[src/rtl/core/tsrs_pkg.sv]
`default_nettype none

package tsrs_pkg;

   localparam int CELL_W = 16;
   localparam int COL_W  = 7;
   localparam int ROW_W  = 5;
   localparam int CMD_W  = 3;
   localparam int STAT_W = 2;

   localparam logic [CMD_W-1:0] CMD_WRITE = 3'd0;
   localparam logic [CMD_W-1:0] CMD_READ  = 3'd1;
   localparam logic [CMD_W-1:0] CMD_UP    = 3'd2;
   localparam logic [CMD_W-1:0] CMD_DOWN  = 3'd3;
   localparam logic [CMD_W-1:0] CMD_LEFT  = 3'd4;
   localparam logic [CMD_W-1:0] CMD_RIGHT = 3'd5;

   localparam logic [STAT_W-1:0] STATUS_DONE     = 2'd0;
   localparam logic [STAT_W-1:0] STATUS_REJECT   = 2'd1;
   localparam logic [STAT_W-1:0] STATUS_DISABLED = 2'd2;

   localparam logic [CELL_W-1:0] ATTR_MASK  = 16'hFF00;
   localparam logic [CELL_W-1:0] SPACE_CHAR = 16'h0020;

   typedef struct packed {
      logic [CMD_W-1:0]  cmd;
      logic [COL_W-1:0]  start_col;
      logic [ROW_W-1:0]  start_row;
      logic [COL_W-1:0]  end_col;
      logic [ROW_W-1:0]  end_row;
      logic [CELL_W-1:0] cell_data;
   } req_type;

   typedef struct packed {
      logic [CELL_W-1:0] read_data;
      logic [STAT_W-1:0] status;
   } rsp_type;

   typedef struct packed {
      logic [ROW_W-1:0] row;
      logic [COL_W-1:0] col;
   } cell_pos_type;

   typedef struct packed {
      logic              clear;
      logic              wr_en;
      logic              rd_en;
      logic [CELL_W-1:0] wr_data;
   } mem_ctl_type;

   typedef enum logic [2:0] {
      ST_CLEAR,
      ST_IDLE,
      ST_READ,
      ST_WRITE,
      ST_FINISH
   } state_type;

   function automatic logic is_scroll(input logic [CMD_W-1:0] cmd);
      return (cmd == CMD_UP) || (cmd == CMD_DOWN) || (cmd == CMD_LEFT) || (cmd == CMD_RIGHT);
   endfunction

endpackage

`default_nettype wire

[src/rtl/core/tsrs_agu.sv]
`default_nettype none

module tsrs_agu
   import tsrs_pkg::*;
#(
   parameter int COLUMNS = 80,
   parameter int ROWS    = 25
) (
   input  wire cell_pos_type                            pos,
   output logic [$clog2(COLUMNS*ROWS)-1:0]             addr
);

   localparam int ADDR_W = $clog2(COLUMNS*ROWS);
   localparam logic [ADDR_W-1:0] COLS_A = ADDR_W'(COLUMNS);

   logic [ADDR_W-1:0] row_base;

   // row-major: row * COLUMNS + col
   assign row_base = ADDR_W'(ADDR_W'(pos.row) * COLS_A);
   assign addr     = ADDR_W'(row_base + ADDR_W'(pos.col));

endmodule

`default_nettype wire

[config.mk]
export PLATFORM = sky130hd
export DESIGN_NAME = tsrs_agu
export DESIGN_NICKNAME = d
export VERILOG_FILES = /design/src/rtl/core/tsrs_pkg.sv /design/src/rtl/core/tsrs_agu.sv
export SDC_FILE = /design/constraint.sdc
export NUM_CORES = 1
export LEC_CHECK = 0
export BUFFER_PORTS_ARGS = -buffer_cell sky130_fd_sc_hd__clkbuf_2
export CORE_AREA = 4 4 41 43
export DETAILED_ROUTE_END_ITERATION = 12
export DIE_AREA = 0 0 45 47
export GPL_TIMING_DRIVEN = 0
export PLACE_DENSITY = 0.51
export SLEW_MARGIN = 10
export SYNTH_ARGS = -nofsm -noshare
export SYNTH_HDL_FRONTEND = slang
export SYNTH_SLANG_ARGS = --single-unit
[constraint.sdc]
create_clock -name vclk -period 2.1
set_clock_uncertainty 0.05 [all_clocks]
set_input_delay 0.105 -clock vclk [all_inputs]
set_output_delay 0.105 -clock vclk [all_outputs]
set_load 0.02 [all_outputs]
==> impl_results.md, run 1 <==
- Seq/Total Area, Yosys: 0%
- DP HPWL: 563 microns
- Filler Cells Inserted: ~150
- Overflow after GRT: 0
- Multi-input logic area: 292 sq um
- Comb pwr share: between 90% and 100%
- Fin. max-slew vios: 0
- Max Fclk: approximately 0.50 GHz
- Flop pwr share: 0%
- Worst Path Arrival: 1860 ps
- Mapped Nets: 54
- Largest net degree at the start of global routing: 5
- Worst Hold Launch: pos[3]
- RSZ-0062 raised after global routing: no
- Count of cell types in the netlist: 10
- Die X: roughly 45 microns
- WS Path Type: in -> out
- Setup slack after layout: roughly 83 ps
- Sw Pwr: 0.000109 W
- WL/cell: 9.12 microns
- Ys Warns: 0
- Register area: 0 sq um
- Max incr delay on CP: around 600 ps
- Post-synthesis cell area: 294 sq um
- Initial Utilization: a little under a quarter
- Routability cong.: 0.679
- Final Hold Vio Count: 0
- CTS Hold Bufs: 0
- Critical path peak fanout: 3
- CLK BUF: 0
- Share of cells above drive strength 1: about 54%
- Full die area: ~2100 sq um
- Dpl ws: -52.1 ps
- Iter 0 DRT Violations: 0
- # setup viols final: 0
- Max Cap Viol: 0
- Layout Nets: 77
- Fin crit share: 96.0%
- Slew Limit Headroom: 86.7%
- Peak VDD IR: roughly 280 uV
- Sw Share: between 50 and 60%
- N_diodes: 0
- Drt first pass iters: 1
- Tot Pwr: about 0.00020 W
- Crit path cell chain: clkbuf_2, ha_4, ha_4, fa_2, nand4_1, xnor2_1, xnor2_1, buf_4
- Util after Layout: 34.8%
- Vias in the first global route: between 200 and 250
- Least-Margin Pin Slew: about 200 ps
- First-pass GRT wire length: ~950 microns
- Final min period: ~2000 ps
- # port buffers: 19
- Post-Syn Instances: 31
- DR DRC count: 0
- Final wirelength: a little over 600 microns
- LEAKAGE: 0.255 nW
- Number of core rows: 13
- Power Density: around 440 nW/um^2
- Synth Area per Inst: approximately 9.5 sq um
- Post-detailed-route count of antenna-violating nets: 0
- Worst EP required: 1950 ps
- Initial antenna violation count: 0
- Clk pwr share: 0%
- Total GRT Usage: around 5.7%
- Area Overhead vs Synth: 54.0%
- Int Power: just over 0.00009 W
- Status: completed
- Min-delay worst type: in -> out
- Worst hold path endpoint: addr[3]
- I/O pin cnt: 23
- Critical-path top delay cell: fa_2
- Chip height: 47 microns
- DR vias/cell: approximately 4.1
- Startpoint type of the worst setup path: primary input
- Worst Setup End Kind: primary output
- Hold-critical path depth: 2
- Vias: between 200 and 300
- Seq cells: 0
- Core region area: between 1000 and 1500 sq um
==> power groups by stage <==
stage / Combinational, W / Clock (W) / Sequential [W]
after floorplan: 0.000128 / 0 / 0
after global placement: 0.000178 / 0 / 0
after global routing: 0.000219 / 0 / 0
after detailed placement: 0.000179 / 0 / 0
final: 0.000200 / 0 / 0
after CTS: 0.000193 / 0 / 0
==> per-layer routing <==
layer | vias up | global-route usage, % | wire length, microns
met2 | 12 | 9.32 | 300
met5 | - | 0 | 0
met1 | 113 | 8.39 | 238
li1 | 147 | - | -
met4 | 0 | 0 | 0
met3 | 0 | 0.766 | 73
==> synth_stat cells, drive strengths merged <==
| master | n | area share (%) |
|---|---|---|
| nand4 | 1 | 2.1 |
| a21o | 3 | 7.7 |
| nor2 | 1 | 1.3 |
| xor2 | 3 | 8.9 |
| a21oi | 2 | 3.4 |
| nand2 | 2 | 2.6 |
| xnor2 | 4 | 12 |
| ha | 9 | 38 |
| buf | 4 | 10 |
| fa | 2 | 14 |
==> how the worst max path moves through the flow <==
stage / from / endpoint / slack (ps) / depth (start not counted)
floorplan: pos[8] / addr[10] / 130 / 7
global placement: pos[8] / addr[10] / -70 / 9
detailed placement: pos[8] / addr[10] / -50 / 9
CTS: pos[8] / addr[10] / 10 / 9
global route: pos[8] / addr[10] / 20 / 8
finish: pos[8] / addr[10] / 80 / 8
==> area by class of cell <==
type                       instances  area share, %
tap                               15           4.14
timing repair buffer              21           24.9
multi-input combinational         27           64.4
buffer                             4           6.63
==> worst max-delay path, delay by kind of cell <==
family / cells / cell delay [ps]
buffers and inverters: 2 / 290
XOR/XNOR: 2 / 340
AND/OR/NAND/NOR: 1 / 120
adder cells (fa/ha/maj): 3 / 1010
==> per-stage QoR <==
stage | TNS [ps] | cell area (sq um) | hold WS, ps | std cells
2_1_floorplan | 0 | 294 | 273 | 31
3_3_place_gp | -73.5 | 408 | 387 | 65
3_5_place_dp | -52.1 | 408 | 386 | 65
4_1_cts | 0 | 428 | 386 | 67
5_1_grt | 0 | 453 | 392 | 67
6_report | 0 | 453 | 385 | 67
==> placed cells by master, fill, tap and decap left out <==
master / n
a21o_1: 3
a21oi_1: 2
buf_4: 7
clkbuf_2: 18
fa_1: 1
fa_2: 1
ha_1: 7
ha_4: 2
nand2_1: 2
nand4_1: 1
nor2_1: 1
xnor2_1: 4
xor2_1: 3
==> logic make-up (layout without fill, tap and decap cells) <==
family / Yosys count / after routing / synth area share, %
adders and majority gates: 11 / 11 / 51.9
and+or+nand+nor: 4 / 4 / 5.96
buffers and inverters: 4 / 25 / 10.2
xor gates and xnor gates: 7 / 7 / 20.9
AOI/OAI and AO/OA: 5 / 5 / 11.1
==> what timing repair did <==
action,in CTS,in global routing
gates resized for setup,2,4
setup endpoints to repair,1,2
pin swaps,3,6
setup buffers,2,0
Note: power is estimated with default switching activity, not from simulation.
==> run 2, diff against run 1 <==
REMOVE_ABC_BUFFERS = 1   (was unset)
==> impl_results.md, run 2 (synthesis results as in run 1) <==
- Flop pwr share: 0%
- # setup viols final: 0
- Clk pwr share: 0%
- Initial antenna violation count: 0
- Int Power: between 0.00008 and 0.00009 W
- Dpl ws: -74.5 ps
- RSZ-0062 raised after global routing: no
- Max Fclk: approximately 0.5 GHz
- Seq cells: 0
- Final Cell Area: 410 sq um
- CTS Hold Bufs: 0
- Crit path launch: pos[8]
- TNS Setup: 0 ps
- CLK BUF: 0
- DR vias/cell: between 4 and 5
- Min-delay worst type: in -> out
- Total GRT Usage: under 10%
- Post-detailed-route count of antenna-violating nets: 0
- Final min period: roughly 2000 ps
- Layout Nets: 69
- Core region area: approximately 1300 sq um
- Dpl cell area: about 360 sq um
- Largest net degree at the start of global routing: 5
- Slew Limit Headroom: ~85%
- Fin crit share: between 90% and 100%
- Peak VDD IR: around 280 uV
- Chip height: about 47 microns
- Filler Cells Inserted: between 100 and 150
- DR DRC count: 0
- Iter 0 DRT Violations: 2
- Overflow after GRT: 0
- Final Hold Vio Count: 0
- # port buffers: 15
- Commonest non-fill, non-tap cells in the layout: 14 x clkbuf_2, 7 x ha_1, 4 x xnor2_1
- Vias: roughly 250
- Area Overhead vs Synth: 39.6%
- Least-Margin Pin Slew: about 220 ps
- Peak-usage layer in the global routing report: met2
- Met1 Use GR: 7.26%
- Startpoint type of the worst setup path: primary input
- Critical path peak fanout: 3
- Comb pwr share: 100.0%
- Vias in the first global route: roughly 230
- Routability cong.: about 0.72
- Worst Setup End Kind: primary output
- Setup slack after layout: around 110 ps
- Worst Path Arrival: 1840 ps
- LEAKAGE: between 0.2 and 0.25 nW
- Global Route met3 Usage: 1.53%
- Post-Layout Cell Count: 59
- Die X: ~45 microns
- Full die area: roughly 2100 sq um
- Final wirelength: approximately 540 microns
- Sw Pwr: ~0.00010 W
- WL/cell: between 9 and 10 microns
- Drt first pass iters: 4
- Multi-input logic area: 299 sq um
- First-pass GRT wire length: 883 microns
- WS Path Type: in -> out
- Fin. max-slew vios: 0
- Share of cells above drive strength 1: between 40% and 50%
- Hold-critical path depth: 0
- Util after Layout: about a third
- Register area: 0 sq um
- Commonest non-fill, non-tap cell in the layout: clkbuf_2
- Inst Count DP: 57
- Worst EP required: just under 2000 ps
- Number of core rows: 13
- GR Util met2: 8.47%
- Critical Path End: addr[10]
- Max Cap Viol: 0
- Power Density: 454 nW/um^2
- Initial Utilization: between 20% and 30%
- N_diodes: 0
- I/O pin cnt: 23
- Status: completed
- Sw Share: between 50 and 60%
-- run 2: cell count changes in the layout (fill, tap and decap cells not counted) --
| cell | before | now |
|---|---|---|
| xor2_2 | 0 | 1 |
| xor2_1 | 3 | 2 |
| buf_4 | 7 | 3 |
| clkbuf_2 | 18 | 14 |
-- run 2: area by class of cell --
class / count / share of cell area [%]
tap: 15 / 4.57
timing repair buffer: 17 / 22.6
multi-input combinational: 27 / 72.9
-- run 2: how the worst min path moves through the flow --
stage	startpoint	to	slack, ps
4_1_cts	pos[0]	addr[0]	160
6_report	pos[2]	addr[2]	160
3_3_place_gp	pos[0]	addr[0]	160
2_1_floorplan	pos[0]	addr[0]	160
3_5_place_dp	pos[0]	addr[0]	160
5_1_grt	pos[1]	addr[1]	160
-- run 2: power by group through the flow --
stage          combinational, W  clock (W)  sequential [W]
4_1_cts                0.000179          0               0
3_5_place_dp           0.000163          0               0
3_3_place_gp           0.000163          0               0
2_1_floorplan          0.000117          0               0
6_report               0.000186          0               0
5_1_grt                0.000206          0               0
-- run 2: routing by layer --
layer / up-vias / part of all wire, %
met5: - / 0
met4: 0 / 0
met3: 0 / 9.7
met2: 13 / 46
met1: 109 / 44
li1: 132 / -
-- run 2: per-stage QoR --
step	total power [W]	hold WS, ps
after floorplan	0.000117	160
after global placement	0.000163	160
after detailed placement	0.000163	160
after CTS	0.000179	160
after global routing	0.000206	160
final	0.000186	160
-- run 2: timing repair --
item / in CTS / in global routing
hold endpoints to repair: 0 / 0
setup buffers: 2 / 0
pin swaps: 4 / 6
endpoints found under the setup margin: 1 / 1
gates resized for setup: 3 / 4
-- run 2: critical path, cell delays in order --
cell and delay [ps]:
clkbuf_2 130, ha_4 250, ha_4 160, fa_2 600, nand4_1 110, xnor2_1 200
xnor2_1 130, buf_4 160
==> run 3, diff against run 2 <==
CELL_PAD_IN_SITES_DETAIL_PLACEMENT = 0   (was unset)
CELL_PAD_IN_SITES_GLOBAL_PLACEMENT = 1   (was unset)
PLACE_DENSITY = 0.69   (was 0.51)
==> impl_results.md, run 3 (synthesis results as in run 1) <==
- Dpl ws: -69.8 ps
- Share of cells above drive strength 1: between 50% and 60%
- DR vias/cell: around 4.4
- WL/cell: 9.34 microns
- Critical-path top delay cell: fa_2
- I/O pin cnt: 23
- Buf/Inv on CP: 2
- Initial Utilization: between 20% and 30%
- Least-Margin Pin Slew: roughly 220 ps
- Seq cells: 0
- Initial antenna violation count: 0
- Largest net degree at the start of global routing: 5
- First-pass GRT wire length: between 1000 and 1500 microns
- Overflow after GRT: 0
- WS Path Type: in -> out
- CP delay by family, top: adder cells
- Worst Path Arrival: about 1800 ps
- Number of core rows: 13
- Iter 0 DRT Violations: 0
- Drt first pass iters: 1
- Final Hold Vio Count: 0
- Vias: about 270
- CLK BUF: 0
- Setup slack after layout: 139 ps
- Worst EP required: just under 2000 ps
- Register area: 0 sq um
- Power Density: ~470 nW/um^2
- Fin. max-slew vios: 0
- Full die area: between 2000 and 2500 sq um
- Status: completed
- Final wirelength: about 570 microns
- Peak VDD IR: 164 uV
- Max Fclk: between 0.5 and 0.6 GHz
- Startpoint type of the worst setup path: primary input
- Die X: 45 microns
- Critical path peak fanout: 3
- DP HPWL: 498 microns
- Max Cap Viol: 0
- N_diodes: 0
- Worst Setup End Kind: primary output
- Commonest non-fill, non-tap cells in the layout: 14 x clkbuf_2, 7 x ha_1, 5 x buf_4
- Layout Nets: 71
- DR DRC count: 0
- Min-delay worst type: in -> out
- Fin crit share: 93.4%
- Crit path cell chain: clkbuf_2, ha_4, ha_4, fa_2, nand4_1, xnor2_1, xnor2_1, buf_4
- Core region area: approximately 1300 sq um
- RSZ-0062 raised after global routing: no
- Total GRT Usage: just under 6%
- Chip height: roughly 47 microns
- Slew Limit Headroom: 85.4%
- Max incr delay on CP: 550 ps
- Routability cong.: around 0.67
- Post-detailed-route count of antenna-violating nets: 0
- Tot Pwr: between 0.00015 and 0.0002 W
- Area Overhead vs Synth: 44.7%
- Commonest non-fill, non-tap cell in the layout: clkbuf_2
- LEAKAGE: around 0.23 nW
- Final min period: between 1500 and 2000 ps
- CTS Hold Bufs: 0
- # port buffers: 15
- # setup viols final: 0
- Vias in the first global route: between 200 and 300
-- run 3: worst paths after layout --
kind	from	endpoint	slack, ps	cells after the start
worst max-delay path	pos[8]	addr[10]	140	8
worst min-delay path	pos[2]	addr[2]	160	0
-- run 3: routing by layer --
metal	vias to the layer above	share of wire [%]	track usage (%)
met5	-	0	0
met4	0	0	0
met3	0	7.4	1.53
met2	11	50	10.7
met1	119	42	7.52
li1	136	-	-
-- run 3: through the flow --
step                std cells  instance area, sq um  hold slack [ps]  setup TNS [ps]  utilization (%)
global route               61                   425              160               0             32.7
finish                     61                   425              160               0             32.7
detailed placement         57                   358              160           -69.8             27.5
CTS                        60                   395              160               0             30.4
floorplan                  27                   264              160               0                -
global placement           57                   358              160           -68.6             27.5
-- run 3: where the power goes --
| group | internal (W) | total (W) | switching (W) | leakage (nW) |
|---|---|---|---|---|
| combinational | 0.0000934 | 0.000199 | 0.000105 | 0.230 |
| clock | 0 | 0 | 0 | 0 |
| sequential | 0 | 0 | 0 | 0 |
| total | 0.0000934 | 0.000199 | 0.000105 | 0.230 |
-- run 3: final cells by class --
class	count	area, sq um
timing repair buffer	19	108
multi-input combinational	27	299
tap	15	18.8
fill	147	876
-- run 3: timing repair --
item / in CTS / in global routing
buffers inserted: 3 / 1
setup endpoints to repair: 1 / 2
gates resized for setup: 4 / 3
pin swaps: 3 / 5
