--- src/rtl/core/tsrs_pkg.sv ---
`default_nettype none

package tsrs_pkg;

   localparam int CELL_W = 16;
   localparam int COL_W  = 7;
   localparam int ROW_W  = 5;
   localparam int CMD_W  = 3;
   localparam int STAT_W = 2;

   localparam logic [CMD_W-1:0] CMD_WRITE = 3'd0;
   localparam logic [CMD_W-1:0] CMD_READ  = 3'd1;
   localparam logic [CMD_W-1:0] CMD_UP    = 3'd2;
   localparam logic [CMD_W-1:0] CMD_DOWN  = 3'd3;
   localparam logic [CMD_W-1:0] CMD_LEFT  = 3'd4;
   localparam logic [CMD_W-1:0] CMD_RIGHT = 3'd5;

   localparam logic [STAT_W-1:0] STATUS_DONE     = 2'd0;
   localparam logic [STAT_W-1:0] STATUS_REJECT   = 2'd1;
   localparam logic [STAT_W-1:0] STATUS_DISABLED = 2'd2;

   localparam logic [CELL_W-1:0] ATTR_MASK  = 16'hFF00;
   localparam logic [CELL_W-1:0] SPACE_CHAR = 16'h0020;

   typedef struct packed {
      logic [CMD_W-1:0]  cmd;
      logic [COL_W-1:0]  start_col;
      logic [ROW_W-1:0]  start_row;
      logic [COL_W-1:0]  end_col;
      logic [ROW_W-1:0]  end_row;
      logic [CELL_W-1:0] cell_data;
   } req_type;

   typedef struct packed {
      logic [CELL_W-1:0] read_data;
      logic [STAT_W-1:0] status;
   } rsp_type;

   typedef struct packed {
      logic [ROW_W-1:0] row;
      logic [COL_W-1:0] col;
   } cell_pos_type;

   typedef struct packed {
      logic              clear;
      logic              wr_en;
      logic              rd_en;
      logic [CELL_W-1:0] wr_data;
   } mem_ctl_type;

   typedef enum logic [2:0] {
      ST_CLEAR,
      ST_IDLE,
      ST_READ,
      ST_WRITE,
      ST_FINISH
   } state_type;

   function automatic logic is_scroll(input logic [CMD_W-1:0] cmd);
      return (cmd == CMD_UP) || (cmd == CMD_DOWN) || (cmd == CMD_LEFT) || (cmd == CMD_RIGHT);
   endfunction

endpackage

`default_nettype wire

--- src/rtl/core/tsrs_ctrl.sv ---
`default_nettype none

module tsrs_ctrl
   import tsrs_pkg::*;
#(
   parameter int COLUMNS = 80,
   parameter int ROWS    = 25
) (
   input  wire logic                               clock,
   input  wire logic                               reset,
   input  wire logic                               csr_wr_en,
   input  wire logic                               csr_wr_data,
   input  wire logic                               req_valid,
   output logic                                    req_ready,
   input  wire req_type                            req_payload,
   output logic                                    rsp_valid,
   input  wire logic                               rsp_ready,
   output rsp_type                                 rsp_payload,
   output cell_pos_type                            pos,
   output mem_ctl_type                             mem,
   output logic [$clog2(COLUMNS*ROWS)-1:0]         clr_addr,
   input  wire logic [CELL_W-1:0]                  rd_data
);

   localparam int CELLS  = COLUMNS * ROWS;
   localparam int ADDR_W = $clog2(CELLS);
   localparam logic [ADDR_W-1:0] LAST_ADDR = ADDR_W'(CELLS - 1);

   state_type          state_ff, state_in;
   logic               display_on_ff, display_on_in;
   logic [ADDR_W-1:0]  clr_ff, clr_in;
   logic [CMD_W-1:0]   cmd_ff, cmd_in;
   logic [COL_W-1:0]   c0_ff, c0_in, c1_ff, c1_in;
   logic [ROW_W-1:0]   r0_ff, r0_in, r1_ff, r1_in;
   logic [CELL_W-1:0]  data_ff, data_in;
   logic [ROW_W-1:0]   row_ff, row_in;
   logic [COL_W-1:0]   col_ff, col_in;
   logic [STAT_W-1:0]  status_ff, status_in;
   logic               rsp_valid_ff, rsp_valid_in;
   rsp_type            rsp_ff, rsp_in;

   logic               accept;
   logic               out_free;
   logic               cell_oob;
   logic               rect_bad;
   logic               col_last;
   logic               row_last;
   logic               blank;
   cell_pos_type       src_pos;

   assign accept   = (state_ff == ST_IDLE) && req_valid;
   assign out_free = !rsp_valid_ff || rsp_ready;

   assign cell_oob = (32'(req_payload.start_col) >= COLUMNS) ||
                     (32'(req_payload.start_row) >= ROWS);
   assign rect_bad = (req_payload.start_col > req_payload.end_col) ||
                     (req_payload.start_row > req_payload.end_row) ||
                     (32'(req_payload.end_col) >= COLUMNS) ||
                     (32'(req_payload.end_row) >= ROWS);

   assign col_last = (cmd_ff == CMD_RIGHT) ? (col_ff == c0_ff) : (col_ff == c1_ff);
   assign row_last = (cmd_ff == CMD_DOWN) ? (row_ff == r0_ff) : (row_ff == r1_ff);

   // vacated edge cell and the neighbor that feeds each destination
   always_comb begin
      blank   = 1'b0;
      src_pos = '{row: row_ff, col: col_ff};
      case (cmd_ff)
         CMD_UP: begin
            blank       = (row_ff == r1_ff);
            src_pos.row = row_ff + 1'b1;
         end
         CMD_DOWN: begin
            blank       = (row_ff == r0_ff);
            src_pos.row = row_ff - 1'b1;
         end
         CMD_LEFT: begin
            blank       = (col_ff == c1_ff);
            src_pos.col = col_ff + 1'b1;
         end
         CMD_RIGHT: begin
            blank       = (col_ff == c0_ff);
            src_pos.col = col_ff - 1'b1;
         end
         default: begin
            blank = 1'b0;
         end
      endcase
      if (blank) begin
         src_pos = '{row: row_ff, col: col_ff};
      end
   end

   // next state
   always_comb begin
      state_in = state_ff;
      case (state_ff)
         ST_CLEAR: begin
            if (clr_ff == LAST_ADDR) begin
               state_in = ST_IDLE;
            end
         end
         ST_IDLE: begin
            if (accept) begin
               if (req_payload.cmd == CMD_WRITE || req_payload.cmd == CMD_READ) begin
                  if (cell_oob) begin
                     state_in = ST_FINISH;
                  end else if (req_payload.cmd == CMD_WRITE) begin
                     state_in = ST_WRITE;
                  end else begin
                     state_in = ST_READ;
                  end
               end else if (is_scroll(req_payload.cmd)) begin
                  if (!display_on_ff || rect_bad) begin
                     state_in = ST_FINISH;
                  end else begin
                     state_in = ST_READ;
                  end
               end else begin
                  state_in = ST_FINISH;
               end
            end
         end
         ST_READ: begin
            state_in = (cmd_ff == CMD_READ) ? ST_FINISH : ST_WRITE;
         end
         ST_WRITE: begin
            if (cmd_ff == CMD_WRITE || (col_last && row_last)) begin
               state_in = ST_FINISH;
            end else begin
               state_in = ST_READ;
            end
         end
         ST_FINISH: begin
            if (out_free) begin
               state_in = ST_IDLE;
            end
         end
         default: begin
            state_in = ST_IDLE;
         end
      endcase
   end

   // outputs
   always_comb begin
      req_ready   = (state_ff == ST_IDLE);
      rsp_valid   = rsp_valid_ff;
      rsp_payload = rsp_ff;
      clr_addr    = clr_ff;
      pos         = '{row: row_ff, col: col_ff};
      mem         = '{clear: 1'b0, wr_en: 1'b0, rd_en: 1'b0, wr_data: '0};
      case (state_ff)
         ST_CLEAR: begin
            mem.clear = 1'b1;
            mem.wr_en = 1'b1;
         end
         ST_READ: begin
            mem.rd_en = 1'b1;
            if (is_scroll(cmd_ff)) begin
               pos = src_pos;
            end
         end
         ST_WRITE: begin
            mem.wr_en = 1'b1;
            if (cmd_ff == CMD_WRITE) begin
               mem.wr_data = data_ff;
            end else if (blank) begin
               mem.wr_data = (rd_data & ATTR_MASK) | SPACE_CHAR;
            end else begin
               mem.wr_data = rd_data;
            end
         end
         default: begin
            mem.clear = 1'b0;
         end
      endcase
   end

   // job registers and counters
   always_comb begin
      display_on_in = display_on_ff;
      clr_in        = clr_ff;
      cmd_in        = cmd_ff;
      c0_in         = c0_ff;
      c1_in         = c1_ff;
      r0_in         = r0_ff;
      r1_in         = r1_ff;
      data_in       = data_ff;
      row_in        = row_ff;
      col_in        = col_ff;
      status_in     = status_ff;
      rsp_valid_in  = rsp_valid_ff;
      rsp_in        = rsp_ff;

      if (csr_wr_en) begin
         display_on_in = csr_wr_data;
      end
      if (state_ff == ST_CLEAR) begin
         clr_in = clr_ff + 1'b1;
      end

      if (accept) begin
         cmd_in    = req_payload.cmd;
         c0_in     = req_payload.start_col;
         c1_in     = req_payload.end_col;
         r0_in     = req_payload.start_row;
         r1_in     = req_payload.end_row;
         data_in   = req_payload.cell_data;
         row_in    = (req_payload.cmd == CMD_DOWN) ? req_payload.end_row
                                                   : req_payload.start_row;
         col_in    = (req_payload.cmd == CMD_RIGHT) ? req_payload.end_col
                                                    : req_payload.start_col;
         status_in = STATUS_DONE;
         if (req_payload.cmd == CMD_WRITE || req_payload.cmd == CMD_READ) begin
            if (cell_oob) begin
               status_in = STATUS_REJECT;
            end
         end else if (is_scroll(req_payload.cmd)) begin
            if (!display_on_ff) begin
               status_in = STATUS_DISABLED;
            end else if (rect_bad) begin
               status_in = STATUS_REJECT;
            end
         end
      end

      if (state_ff == ST_WRITE && is_scroll(cmd_ff)) begin
         if (col_last) begin
            col_in = (cmd_ff == CMD_RIGHT) ? c1_ff : c0_ff;
            row_in = (cmd_ff == CMD_DOWN) ? row_ff - 1'b1 : row_ff + 1'b1;
         end else begin
            col_in = (cmd_ff == CMD_RIGHT) ? col_ff - 1'b1 : col_ff + 1'b1;
         end
      end

      if (rsp_valid_ff && rsp_ready) begin
         rsp_valid_in = 1'b0;
      end
      if (state_ff == ST_FINISH && out_free) begin
         rsp_valid_in     = 1'b1;
         rsp_in.status    = status_ff;
         rsp_in.read_data = (cmd_ff == CMD_READ && status_ff == STATUS_DONE) ? rd_data : '0;
      end
   end

   always_ff @(posedge clock) begin
      if (reset) begin
         state_ff      <= ST_CLEAR;
         display_on_ff <= 1'b0;
         clr_ff        <= '0;
         rsp_valid_ff  <= 1'b0;
      end else begin
         state_ff      <= state_in;
         display_on_ff <= display_on_in;
         clr_ff        <= clr_in;
         rsp_valid_ff  <= rsp_valid_in;
      end
   end

   always_ff @(posedge clock) begin
      cmd_ff    <= cmd_in;
      c0_ff     <= c0_in;
      c1_ff     <= c1_in;
      r0_ff     <= r0_in;
      r1_ff     <= r1_in;
      data_ff   <= data_in;
      row_ff    <= row_in;
      col_ff    <= col_in;
      status_ff <= status_in;
      rsp_ff    <= rsp_in;
   end

   a_read_then_write: assert property (@(posedge clock) disable iff (reset)
      (state_ff == ST_READ) |=> (state_ff == ST_WRITE || state_ff == ST_FINISH))
      else $error("read step not followed by write or finish");

   a_accept_leaves_idle: assert property (@(posedge clock) disable iff (reset)
      (req_valid && req_ready) |=> (state_ff != ST_IDLE))
      else $error("accepted transaction left sequencer idle");

   a_no_write_idle: assert property (@(posedge clock) disable iff (reset)
      (state_ff == ST_IDLE || state_ff == ST_FINISH) |-> !mem.wr_en)
      else $error("store written outside a transaction");

   a_disabled_only_scroll: assert property (@(posedge clock) disable iff (reset)
      (state_ff == ST_FINISH && status_ff == STATUS_DISABLED) |-> is_scroll(cmd_ff))
      else $error("disabled status on a non-scroll command");

   a_finish_posts: assert property (@(posedge clock) disable iff (reset)
      (state_ff == ST_FINISH && (!rsp_valid_ff || rsp_ready))
      |=> (rsp_valid_ff && state_ff == ST_IDLE))
      else $error("finished transaction not posted");

endmodule

`default_nettype wire

--- config.mk ---
export PLATFORM = sky130hd
export DESIGN_NAME = tsrs_ctrl
export DESIGN_NICKNAME = d
export VERILOG_FILES = /design/src/rtl/core/tsrs_pkg.sv /design/src/rtl/core/tsrs_ctrl.sv
export SDC_FILE = /design/constraint.sdc
export NUM_CORES = 1
export LEC_CHECK = 0
export BUFFER_PORTS_ARGS = -buffer_cell sky130_fd_sc_hd__buf_2
export CAP_MARGIN = 20
export CORE_MARGIN = 1
export CORE_UTILIZATION = 49
export CTS_BUF_LIST = sky130_fd_sc_hd__clkbuf_16
export DETAILED_ROUTE_END_ITERATION = 12
export HOLD_SLACK_MARGIN = 0.08
export PLACE_DENSITY = 0.81
export RECOVER_POWER = 100
export SYNTH_ARGS = -nofsm -noshare
export SYNTH_HDL_FRONTEND = slang
export SYNTH_SLANG_ARGS = --single-unit
--- constraint.sdc ---
create_clock -name clock -period 2.5 [get_ports clock]
set_input_delay 0.5 -clock clock [delete_from_list [all_inputs] [get_ports clock]]
set_output_delay 0.5 -clock clock [all_outputs]
set_load 0.05 [all_outputs]
==> impl_metrics.csv, run 1 <==
group,metric,value,unit
run_status,outcome,"finished, violations left",
run_status,violations,"negative setup slack",
cells_and_area,num_antenna_cells,0,
clock_network,cts.sinks,91,
sta,slew_headroom,0.361,
power_and_ir_drop,p_seq_frac,0.498,
power_and_ir_drop,p_leak,2.76,nW
cells_and_area,design_area,7280,µm²
power_and_ir_drop,p_switching,0.000768,W
drt,first_pass_iters,5,
cells_and_area,drive_gt1_frac,0.292,
placed_design,place_ws,-0.294,ns
clock_network,cts_tree,"yes",
setup_path,required,2.00,ns
clock_network,holdBufCountCts,0,
clock_network,clk_pin_slew_worst_paths,0.07,ns
sta,skew,0.00790,ns
logic_synthesis,synthMuxAreaShare,0.0435,
clock_network,h-tree-depth,3,
global_route,grt_pass1_vias,4518,
clock_network,cts-root-buf,"clkbuf_16",
drt,drt_iter0_drc,222,
logic_synthesis,synth_cell_types,66,
placed_design,hpwlAfterDp,10600,µm
power_and_ir_drop,power.share.switching,0.235,
logic_synthesis,synth_adder_area_share,0.0404,
die,rows,37,
placed_design,placed_area,6740,µm²
logic_synthesis,synth_seq_area_share,0.479,
logic_synthesis,synth_xor_area_frac,0.0896,
setup_path,worst_r2r_startpoint,"state_ff[1]$_SDFFE_PP0P_",
drt,wl_per_cell,17.0,µm
logic_synthesis,syn_area_per_cell,10.4,µm²
setup_path,crit_chain,"buf_6, xor2_4, nor4_4, or4_4, buf_12, nor2_4, mux2_4, buf_6",
logic_synthesis,synth_warnings,0,
sta,rsz0062_at_grt,"true",
setup_path,critPathTopFamily,"simple AND/OR/NAND/NOR gates",
sta,max_clock_freq,335,MHz
placed_design,gp_congestion,0.868,
cells_and_area,area_growth,38.2,%
power_and_ir_drop,power_frac_clock,0.441,
die,dieArea,11200,µm²
setup_path,crit_arrival,2.49,ns
logic_synthesis,ys_ff_latch,91,
die,pin_count,127,
logic_synthesis,synth_top_family_by_area,"simple AND/OR/NAND/NOR gates",
power_and_ir_drop,ir_drop,0.286,mV
sta,fin_tns_setup,-8.56,ns
die,fp.dieH,106,µm
clock_network,worst_skew_pair.late_latency,0.35,ns
power_and_ir_drop,power.share.combinational,0.060,
logic_synthesis,syn_area,5260,µm²
logic_synthesis,syn-num-nets,590,
global_route,grt_max_degree,22,
global_route,grt_overflow,0,
setup_path,cp.depth,8,
setup_path,worstSetupStartpointType,"flip-flop",
logic_synthesis,synth-compound-area-share,0.114,
drt,final_antenna_net_count,0,
drt,num_vias,4506,
sta,worst_slew_pin_slew,0.958,ns
sta,worst_slack,-0.486,ns
setup_path,reg2reg_to,"row_ff[4]$_DFF_P_",
setup_path,path_buf_inv,3,
logic_synthesis,synthCells,508,
hold_path,holdCritPathClass,"in -> reg",
setup_path,crit_top_cell,"buf_6",
die,start_util,0.508,
clock_network,cts_inserted_buffers,9,
placed_design,port_buffers,126,
setup_path,crit_start,"col_ff[3]$_DFFE_PP_",
cells_and_area,seq_area,2520,µm²
logic_synthesis,yosys.area_share.simple,0.190,
setup_path,cp-end-kind,"output pin",
cells_and_area,multi_input_area,2900,µm²
sta,final_hold_viol_count,0,
logic_synthesis,synth_ff_type,"edfxtp_1",
die,die_w,106,µm
setup_path,reg2regPathDepth,6,
setup_path,rrSetupSlack,0,ns
setup_path,max_stage_delay,0.55,ns
drt,route.detailed.drc,0,
setup_path,crit_fanout,3,
setup_path,criticalPathCategory,"reg -> out",
global_route,antenna_found_initial,0,
cells_and_area,fillers,759,
power_and_ir_drop,intPower,0.00250,W
cells_and_area,nets,759,
setup_path,cp_slowest_cell,"or4_4",
drt,wl,13900,µm
flow_run,maxCapViolCount,0,
drt,viasPerCell,5.51,
sta,finalCriticalPeriod,2.99,ns
global_route,grt_pass1_wl,21700,µm
die,core-area,10400,µm²
sta,setup_viol,29,
sta,finalMaxSlewViolations,0,
power_and_ir_drop,power.density,450,nW/µm²
sta,timing.final.crit_share,1.19,
setup_path,crit_end,"pos[6]",
logic_synthesis,async_reset_ff_frac,0,
clock_network,cts_max_path_buffers,2,
logic_synthesis,synth_enable_flop_cells,70,
global_route,grtUsageTotal,0.248,
-- routing by layer --
| layer | up-vias | global-route usage | wire length [µm] | share of wire |
|---|---|---|---|---|
| met5 | - | 0 | 0 | 0 |
| met1 | 2145 | 0.297 | 5700 | 0.41 |
| met2 | 163 | 0.439 | 7010 | 0.50 |
| met3 | 40 | 0.0445 | 750 | 0.054 |
| met4 | 0 | 0.0982 | 419 | 0.030 |
| li1 | 2158 | - | - | - |
-- sequential cells by signal, indices dropped and copies added (netlist names) --
name / flops
rsp_payload: 18
data_ff: 16
clr_addr: 11
c0_ff: 7
c1_ff: 7
col_ff: 7
r0_ff: 5
r1_ff: 5
row_ff: 5
cmd_ff: 3
state_ff: 3
status_ff: 2
display_on_ff: 1
rsp_valid: 1
-- power groups by stage --
stage                     registers (W)  logic (W)  clock network [W]
final                           0.00163   0.000198            0.00144
after CTS                       0.00163   0.000204            0.00146
after global routing            0.00163   0.000221            0.00151
after floorplan                 0.00168  0.0000843                  0
after global placement          0.00166   0.000191                  0
after detailed placement        0.00166   0.000202                  0
-- synth_stat cells (7+ instances only) --
library cell  instances  share of area
ha_1                 17          0.040
nand3_1              11          0.010
xor2_1               19          0.032
buf_2                 8         0.0076
clkbuf_1             13         0.0093
xnor2_1              33          0.055
edfxtp_1             70           0.40
nand2_1              43          0.031
o21ai_0              13          0.012
a21oi_1              27          0.026
mux2i_1              18          0.034
inv_1                21          0.015
nor2_1               42          0.030
and2_1               18          0.021
dfxtp_1              21          0.080
a22o_1                7          0.012
nor3_1               14          0.013
-- how the worst min path moves through the flow --
stage	start	cells past startpoint	slack [ns]	endpoint
after global placement	status_ff[0]$_DFFE_PP_	0	0.43	rsp_payload[0]$_DFFE_PP_
final	req_payload[14]	1	0.32	data_ff[14]$_DFFE_PP_
after CTS	req_payload[14]	1	0.32	data_ff[14]$_DFFE_PP_
after global routing	req_payload[13]	1	0.32	data_ff[13]$_DFFE_PP_
after floorplan	status_ff[0]$_DFFE_PP_	0	0.43	rsp_payload[0]$_DFFE_PP_
after detailed placement	status_ff[0]$_DFFE_PP_	0	0.47	rsp_payload[0]$_DFFE_PP_
-- placed cells by master (no fill, tap or decap), types with 11 or more instances in the layout --
cell      instances
ha_1             17
nor3_1           11
buf_4            43
o21ai_0          13
xnor2_1          31
nand2_1          42
xor2_1           12
edfxtp_1         70
buf_6            23
clkbuf_1         62
mux2i_1          16
nor2_1           40
dfxtp_1          20
buf_2            39
nand3_1          11
inv_1            19
a21oi_1          19
-- through the flow --
step	hold slack [ns]	total power, W	instances	util
final	0.324	0.00327	818	0.702
after CTS	0.318	0.00329	816	0.700
after detailed placement	0.471	0.00187	797	0.650
after global routing	0.319	0.00336	818	0.702
after global placement	0.432	0.00186	797	0.650
after floorplan	0.428	0.00176	508	-
-- cells by family after synthesis --
family | count (synthesis)
simple gates | 185
flops | 91
buf+inv | 51
xor+xnor | 53
mux | 22
fa+ha+maj | 17
compound gates | 89
-- cell type report --
cell class | instances | share of cell area
Clock buffer | 9 | 0.0310
Clock inverter | 7 | 0.0127
Inverter | 22 | 0.0117
Multi-Input combinational cell | 366 | 0.399
Sequential cell | 91 | 0.347
Tap cell | 136 | 0.0234
Timing Repair Buffer | 187 | 0.175
-- worst register-to-register path: stages, from the launching register on --
cell and delay [ns]:
dfxtp_1 0.33, clkbuf_2 0.19, or3b_2 0.17, clkinvlp_2 0.13, nand2_1 0.29, clkinvlp_2 0.70, o311a_1 0.57
-- repair_timing --
item	CTS	global route
setup endpoints to repair	28	28
endpoints found under the hold margin	0	0
setup buffers	4	3
gates cloned	0	0
pin swaps	7	8
resized for setup	51	25
Note: power is estimated with default switching activity, not from simulation.
==> run 2: changes to the inputs <==
--- a/config.mk
+++ b/config.mk
@@ -12,8 +12,7 @@
 export CTS_BUF_LIST = sky130_fd_sc_hd__clkbuf_16
 export DETAILED_ROUTE_END_ITERATION = 12
 export HOLD_SLACK_MARGIN = 0.08
-export PLACE_DENSITY = 0.81
-export RECOVER_POWER = 100
+export PLACE_DENSITY = 0.78
 export SYNTH_ARGS = -nofsm -noshare
 export SYNTH_HDL_FRONTEND = slang
 export SYNTH_SLANG_ARGS = --single-unit
==> impl_metrics.csv, run 2 (same netlist as run 1, synthesis figures left out) <==
group,metric,value,unit
run_status,outcome,"finished, violations left",
run_status,violations,"negative setup slack",
global_route,antenna_found_initial,0,
sta,rsz0062_at_grt,"true",
cells_and_area,mostFrequentLayoutCells,"98 x buf_2, 70 x edfxtp_1, 50 x buf_4, 39 x nor2_1, 33 x buf_6",
hold_path,hold_start,"req_payload[5]",
global_route,grt_pass1_wl,22700,µm
drt,route.detailed.drc,0,
cells_and_area,largest_register_ffs,18,
drt,first_pass_iters,7,
clock_network,clk_pin_slew_worst_paths,0.07,ns
power_and_ir_drop,p_leak,3.04,nW
cells_and_area,fillers,699,
placed_design,hpwlAfterDp,10200,µm
hold_path,holdCritPathClass,"in -> reg",
die,core-area,10400,µm²
flow_run,maxCapViolCount,0,
setup_path,crit_start,"col_ff[3]$_DFFE_PP_",
setup_path,worst_r2r_startpoint,"cmd_ff[1]$_DFFE_PP_",
power_and_ir_drop,power.share.switching,0.233,
sta,skew,0.00954,ns
clock_network,cts_max_path_buffers,2,
setup_path,crit_arrival,2.59,ns
sta,max_clock_freq,323,MHz
cells_and_area,area_growth,43.5,%
clock_network,h-tree-depth,3,
cells_and_area,mostFrequentLayoutCell,"buf_2",
power_and_ir_drop,power,0.00312,W
die,die_w,106,µm
power_and_ir_drop,p_switching,0.000726,W
sta,slew_headroom,0.585,
hold_path,min_to,"data_ff[5]$_DFFE_PP_",
sta,timing.final.crit_share,1.24,
clock_network,holdBufCountCts,0,
drt,drt_iter0_drc,335,
sta,worst_slew_pin_slew,0.618,ns
clock_network,cts_tree,"yes",
global_route,grt_max_degree,22,
placed_design,placed_area,6750,µm²
drt,wl,14500,µm
power_and_ir_drop,intPower,0.00239,W
power_and_ir_drop,p_seq_frac,0.523,
setup_path,cp-end-kind,"output pin",
drt,num_vias,4564,
setup_path,worstSetupStartpointType,"flip-flop",
setup_path,rrSetupSlack,0.15,ns
placed_design,gp_congestion,0.869,
setup_path,reg2regPathDepth,8,
cells_and_area,design_area,7550,µm²
power_and_ir_drop,power.density,413,nW/µm²
die,rows,37,
global_route,grtUsageTotal,0.262,
placed_design,port_buffers,126,
die,dieArea,11200,µm²
die,start_util,0.508,
power_and_ir_drop,ir_drop,0.409,mV
setup_path,criticalPathCategory,"reg -> out",
sta,worst_slack,-0.594,ns
global_route,grt_pass1_vias,4530,
sta,finalMaxSlewViolations,0,
global_route,grt_overflow,0,
cells_and_area,num_antenna_cells,0,
clock_network,cts_inserted_buffers,9,
setup_path,required,2.00,ns
hold_path,whs_path_depth,1,
die,fp.dieH,106,µm
setup_path,reg2reg_to,"row_ff[0]$_DFF_P_",
clock_network,cts.sinks,91,
clock_network,worst_skew_pair.late_latency,0.35,ns
sta,setup_viol,20,
power_and_ir_drop,power_frac_clock,0.410,
die,pin_count,127,
sta,finalCriticalPeriod,3.09,ns
drt,viasPerCell,5.52,
cells_and_area,drive_gt1_frac,0.410,
setup_path,crit_fanout,5,
drt,final_antenna_net_count,0,
power_and_ir_drop,power.share.combinational,0.067,
sta,final_hold_viol_count,0,
clock_network,cts-root-buf,"clkbuf_16",
drt,wl_per_cell,17.5,µm
cells_and_area,nets,768,
## run 2: layout make-up
class                           instances  area (µm²)  share of cell area
Clock buffer                            9         225              0.0298
Clock inverter                          7        52.6             0.00696
Tap cell                              136         170              0.0225
Timing Repair Buffer                  196        1500               0.199
Inverter                               22        97.6              0.0129
Multi-Input combinational cell        366        2980               0.395
Sequential cell                        91        2520               0.334
## run 2: worst max-delay path: stages (launching register included)
cell and delay, ns:
edfxtp_1 0.43, buf_6 0.15, xor2_2 0.17, nor4_4 0.07, or4_4 0.61, buf_12 0.18
nor3_4 0.19, buf_6 0.14, xor2_4 0.14, buf_6 0.17
## run 2: power groups by stage
stage / registers (W) / clock network [W] / logic (W)
5_1_grt: 0.00163 / 0.00135 / 0.000231
3_5_place_dp: 0.00166 / 0 / 0.000197
3_3_place_gp: 0.00166 / 0 / 0.000189
2_1_floorplan: 0.00168 / 0 / 0.0000843
6_report: 0.00163 / 0.00128 / 0.000208
4_1_cts: 0.00163 / 0.00129 / 0.000202
## run 2: layer usage
layer  track usage  up-vias  part of all wire
li1              -     2193                 -
met3        0.0575       27             0.057
met1         0.318     2179              0.41
met2         0.456      165              0.51
met4        0.0942        0             0.023
met5             0        -                 0
## run 2: what timing repair did
item / CTS / global route
setup endpoints to repair: 28 / 28
resized for setup: 85 / 21
pin swaps: 18 / 15
cloned: 1 / 0
buffers inserted: 11 / 6
## run 2: metrics by stage
step | cells | hold WS [ns] | utilization | setup TNS (ns) | worst slack (ns)
after floorplan | 508 | 0.428 | - | -1.88 | -0.245
after global placement | 795 | 0.433 | 0.651 | -3.43 | -0.243
after detailed placement | 795 | 0.442 | 0.651 | -3.97 | -0.294
after CTS | 823 | 0.319 | 0.716 | -10.22 | -0.556
after global routing | 827 | 0.314 | 0.729 | -11.63 | -0.643
final | 827 | 0.326 | 0.729 | -10.40 | -0.594
## run 2: how the worst max path moves through the flow
stage,end,slack (ns),cells after the start
after floorplan,pos[1],-0.24,8
after global placement,pos[2],-0.24,8
after detailed placement,pos[2],-0.29,8
after CTS,pos[11],-0.56,8
after global routing,pos[10],-0.64,9
final,pos[10],-0.59,9
==> run 3: changes to the inputs <==
--- a/config.mk
+++ b/config.mk
@@ -7,12 +7,14 @@
 export LEC_CHECK = 0
 export BUFFER_PORTS_ARGS = -buffer_cell sky130_fd_sc_hd__buf_2
 export CAP_MARGIN = 20
+export CELL_PAD_IN_SITES_DETAIL_PLACEMENT = 1
+export CELL_PAD_IN_SITES_GLOBAL_PLACEMENT = 1
 export CORE_MARGIN = 1
-export CORE_UTILIZATION = 49
+export CORE_UTILIZATION = 38
 export CTS_BUF_LIST = sky130_fd_sc_hd__clkbuf_16
 export DETAILED_ROUTE_END_ITERATION = 12
 export HOLD_SLACK_MARGIN = 0.08
-export PLACE_DENSITY = 0.78
+export PLACE_DENSITY = 0.79
 export SYNTH_ARGS = -nofsm -noshare
 export SYNTH_HDL_FRONTEND = slang
 export SYNTH_SLANG_ARGS = --single-unit
==> impl_metrics.csv, run 3 (same netlist as run 1, synthesis figures left out) <==
group,metric,value,unit
sta,timing.final.crit_share,1.21,
power_and_ir_drop,p_seq_frac,0.491,
cells_and_area,fillers,1481,
placed_design,placed_area,6810,µm²
setup_path,crit_arrival,2.53,ns
cells_and_area,design_area,7430,µm²
power_and_ir_drop,p_leak,2.98,nW
cells_and_area,area_growth,41.2,%
power_and_ir_drop,power.density,447,nW/µm²
clock_network,clk_pin_slew_worst_paths,0.07,ns
flow_run,maxCapViolCount,0,
sta,finalMaxSlewViolations,0,
clock_network,h-tree-depth,3,
sta,rsz0062_at_grt,"true",
global_route,grt_pass1_vias,4848,
die,core-area,13400,µm²
setup_path,path_buf_inv,3,
global_route,grt_overflow,0,
drt,wl,15900,µm
sta,worst_slew_pin_slew,0.584,ns
global_route,grtUsageTotal,0.226,
global_route,grt_pass1_wl,25400,µm
die,start_util,0.393,
sta,fin_hold_ws,0.331,ns
drt,drt_iter0_drc,177,
setup_path,crit_fanout,7,
placed_design,gp_congestion,0.846,
run_status,outcome,"finished, violations left",
drt,final_antenna_net_count,0,
setup_path,required,2.00,ns
cells_and_area,drive_gt1_frac,0.388,
sta,skew,0.0111,ns
power_and_ir_drop,ir_drop,0.307,mV
sta,finalCriticalPeriod,3.03,ns
cells_and_area,largest_register_ffs,18,
power_and_ir_drop,power_frac_clock,0.445,
clock_network,cts-root-buf,"clkbuf_16",
setup_path,worstSetupStartpointType,"flip-flop",
sta,max_clock_freq,330,MHz
setup_path,critPathTopFamily,"simple AND/OR/NAND/NOR gates",
setup_path,cp_slowest_cell,"or4_4",
power_and_ir_drop,power.share.combinational,0.063,
drt,viasPerCell,5.32,
drt,first_pass_iters,5,
clock_network,cts_inserted_buffers,9,
placed_design,port_buffers,126,
sta,slew_headroom,0.608,
setup_path,crit_chain,"xnor2_2, nand4_2, nor4_4, or4_4, buf_12, nor3_4, buf_12, a22o_2, buf_6",
run_status,violations,"negative setup slack",
die,dieArea,14300,µm²
hold_path,holdCritPathClass,"in -> reg",
clock_network,worst_skew_pair.late_latency,0.35,ns
die,pin_count,127,
power_and_ir_drop,p_switching,0.000729,W
placed_design,hpwlAfterDp,12000,µm
die,fp.dieH,120,µm
drt,num_vias,4587,
die,die_w,120,µm
placed_design,place_ws,-0.346,ns
clock_network,cts_tree,"yes",
setup_path,max_stage_delay,0.58,ns
sta,worst_slack,-0.533,ns
sta,final_hold_viol_count,0,
cells_and_area,fin_util,0.555,
global_route,grt_max_degree,22,
setup_path,criticalPathCategory,"reg -> out",
die,rows,42,
power_and_ir_drop,intPower,0.00259,W
cells_and_area,nets,762,
clock_network,cts_max_path_buffers,2,
cells_and_area,mostFrequentLayoutCell,"buf_2",
sta,setup_viol,20,
drt,wl_per_cell,18.5,µm
sta,fin_tns_setup,-9.48,ns
setup_path,crit_top_cell,"buf_12",
setup_path,cp-end-kind,"output pin",
global_route,antenna_found_initial,1,
drt,route.detailed.drc,0,
power_and_ir_drop,power.share.switching,0.219,
clock_network,cts.sinks,91,
cells_and_area,mostFrequentLayoutCells,"98 x buf_2, 70 x edfxtp_1, 54 x buf_4, 40 x nor2_1, 39 x nand2_1",
clock_network,holdBufCountCts,0,
run 3: cell count changes in the layout (fill, tap and decap cells not counted), sizes merged:
cell / before / now
bufinv: 0 / 2
diode: 0 / 1
clkinv: 4 / 2
buf: 196 / 190
run 3: worst paths after layout:
| path | from | endpoint | slack [ns] | cells after the start |
|---|---|---|---|---|
| setup / recovery | col_ff[2]$_DFFE_PP_ | mem[6] | -0.53 | 9 |
| hold / removal | req_payload[12] | data_ff[12]$_DFFE_PP_ | 0.33 | 1 |
| setup reg to reg | cmd_ff[1]$_DFFE_PP_ | col_ff[2]$_DFFE_PP_ | 0.17 | 8 |
| hold reg to reg | status_ff[1]$_SDFFCE_PP0P_ | rsp_payload[1]$_DFFE_PP_ | 0.47 | 0 |
run 3: power groups by stage:
stage / Clock [W] / Sequential, W / Combinational [W]
6_report: 0.00148 / 0.00163 / 0.000210
5_1_grt: 0.00155 / 0.00163 / 0.000232
4_1_cts: 0.00150 / 0.00163 / 0.000210
3_5_place_dp: 0 / 0.00166 / 0.000206
3_3_place_gp: 0 / 0.00166 / 0.000196
2_1_floorplan: 0 / 0.00168 / 0.0000843
run 3: routing by layer:
metal | vias to the layer above | routed length [µm] | GRT usage
met5 | - | 0 | 0
met4 | 0 | 230 | 0.0586
met3 | 16 | 745 | 0.0442
met2 | 142 | 8110 | 0.398
met1 | 2252 | 6850 | 0.282
li1 | 2177 | - | -
run 3: worst reg2reg max path: cells and delay by family (launching register included):
kind / cells / cell delay, ns
AOI/OAI and AO/OA: 1 / 0.25
and+or+nand+nor: 4 / 0.89
DFF: 1 / 0.42
buffers and inverters: 3 / 0.54
run 3: layout make-up:
cell class | instances | area [µm²] | share of cell area
multi-input combinational | 366 | 2890 | 0.388
sequential | 91 | 2520 | 0.340
timing repair buffer | 190 | 1390 | 0.187
clock buffer | 9 | 225 | 0.0303
tap | 176 | 220 | 0.0296
inverter | 22 | 93.8 | 0.0126
clock inverter | 7 | 92.6 | 0.0125
antenna | 1 | 2.50 | 0.000337
run 3: what timing repair did:
item / CTS / global route
pin swaps: 10 / 5
endpoints found under the setup margin: 22 / 28
buffers inserted: 6 / 4
resized for setup: 53 / 20
cloned: 0 / 1
run 3: stage by stage:
stage,total power [W],cells
floorplan,0.00176,508
global placement,0.00186,837
detailed placement,0.00187,837
CTS,0.00334,858
global route,0.00341,862
finish,0.00332,862
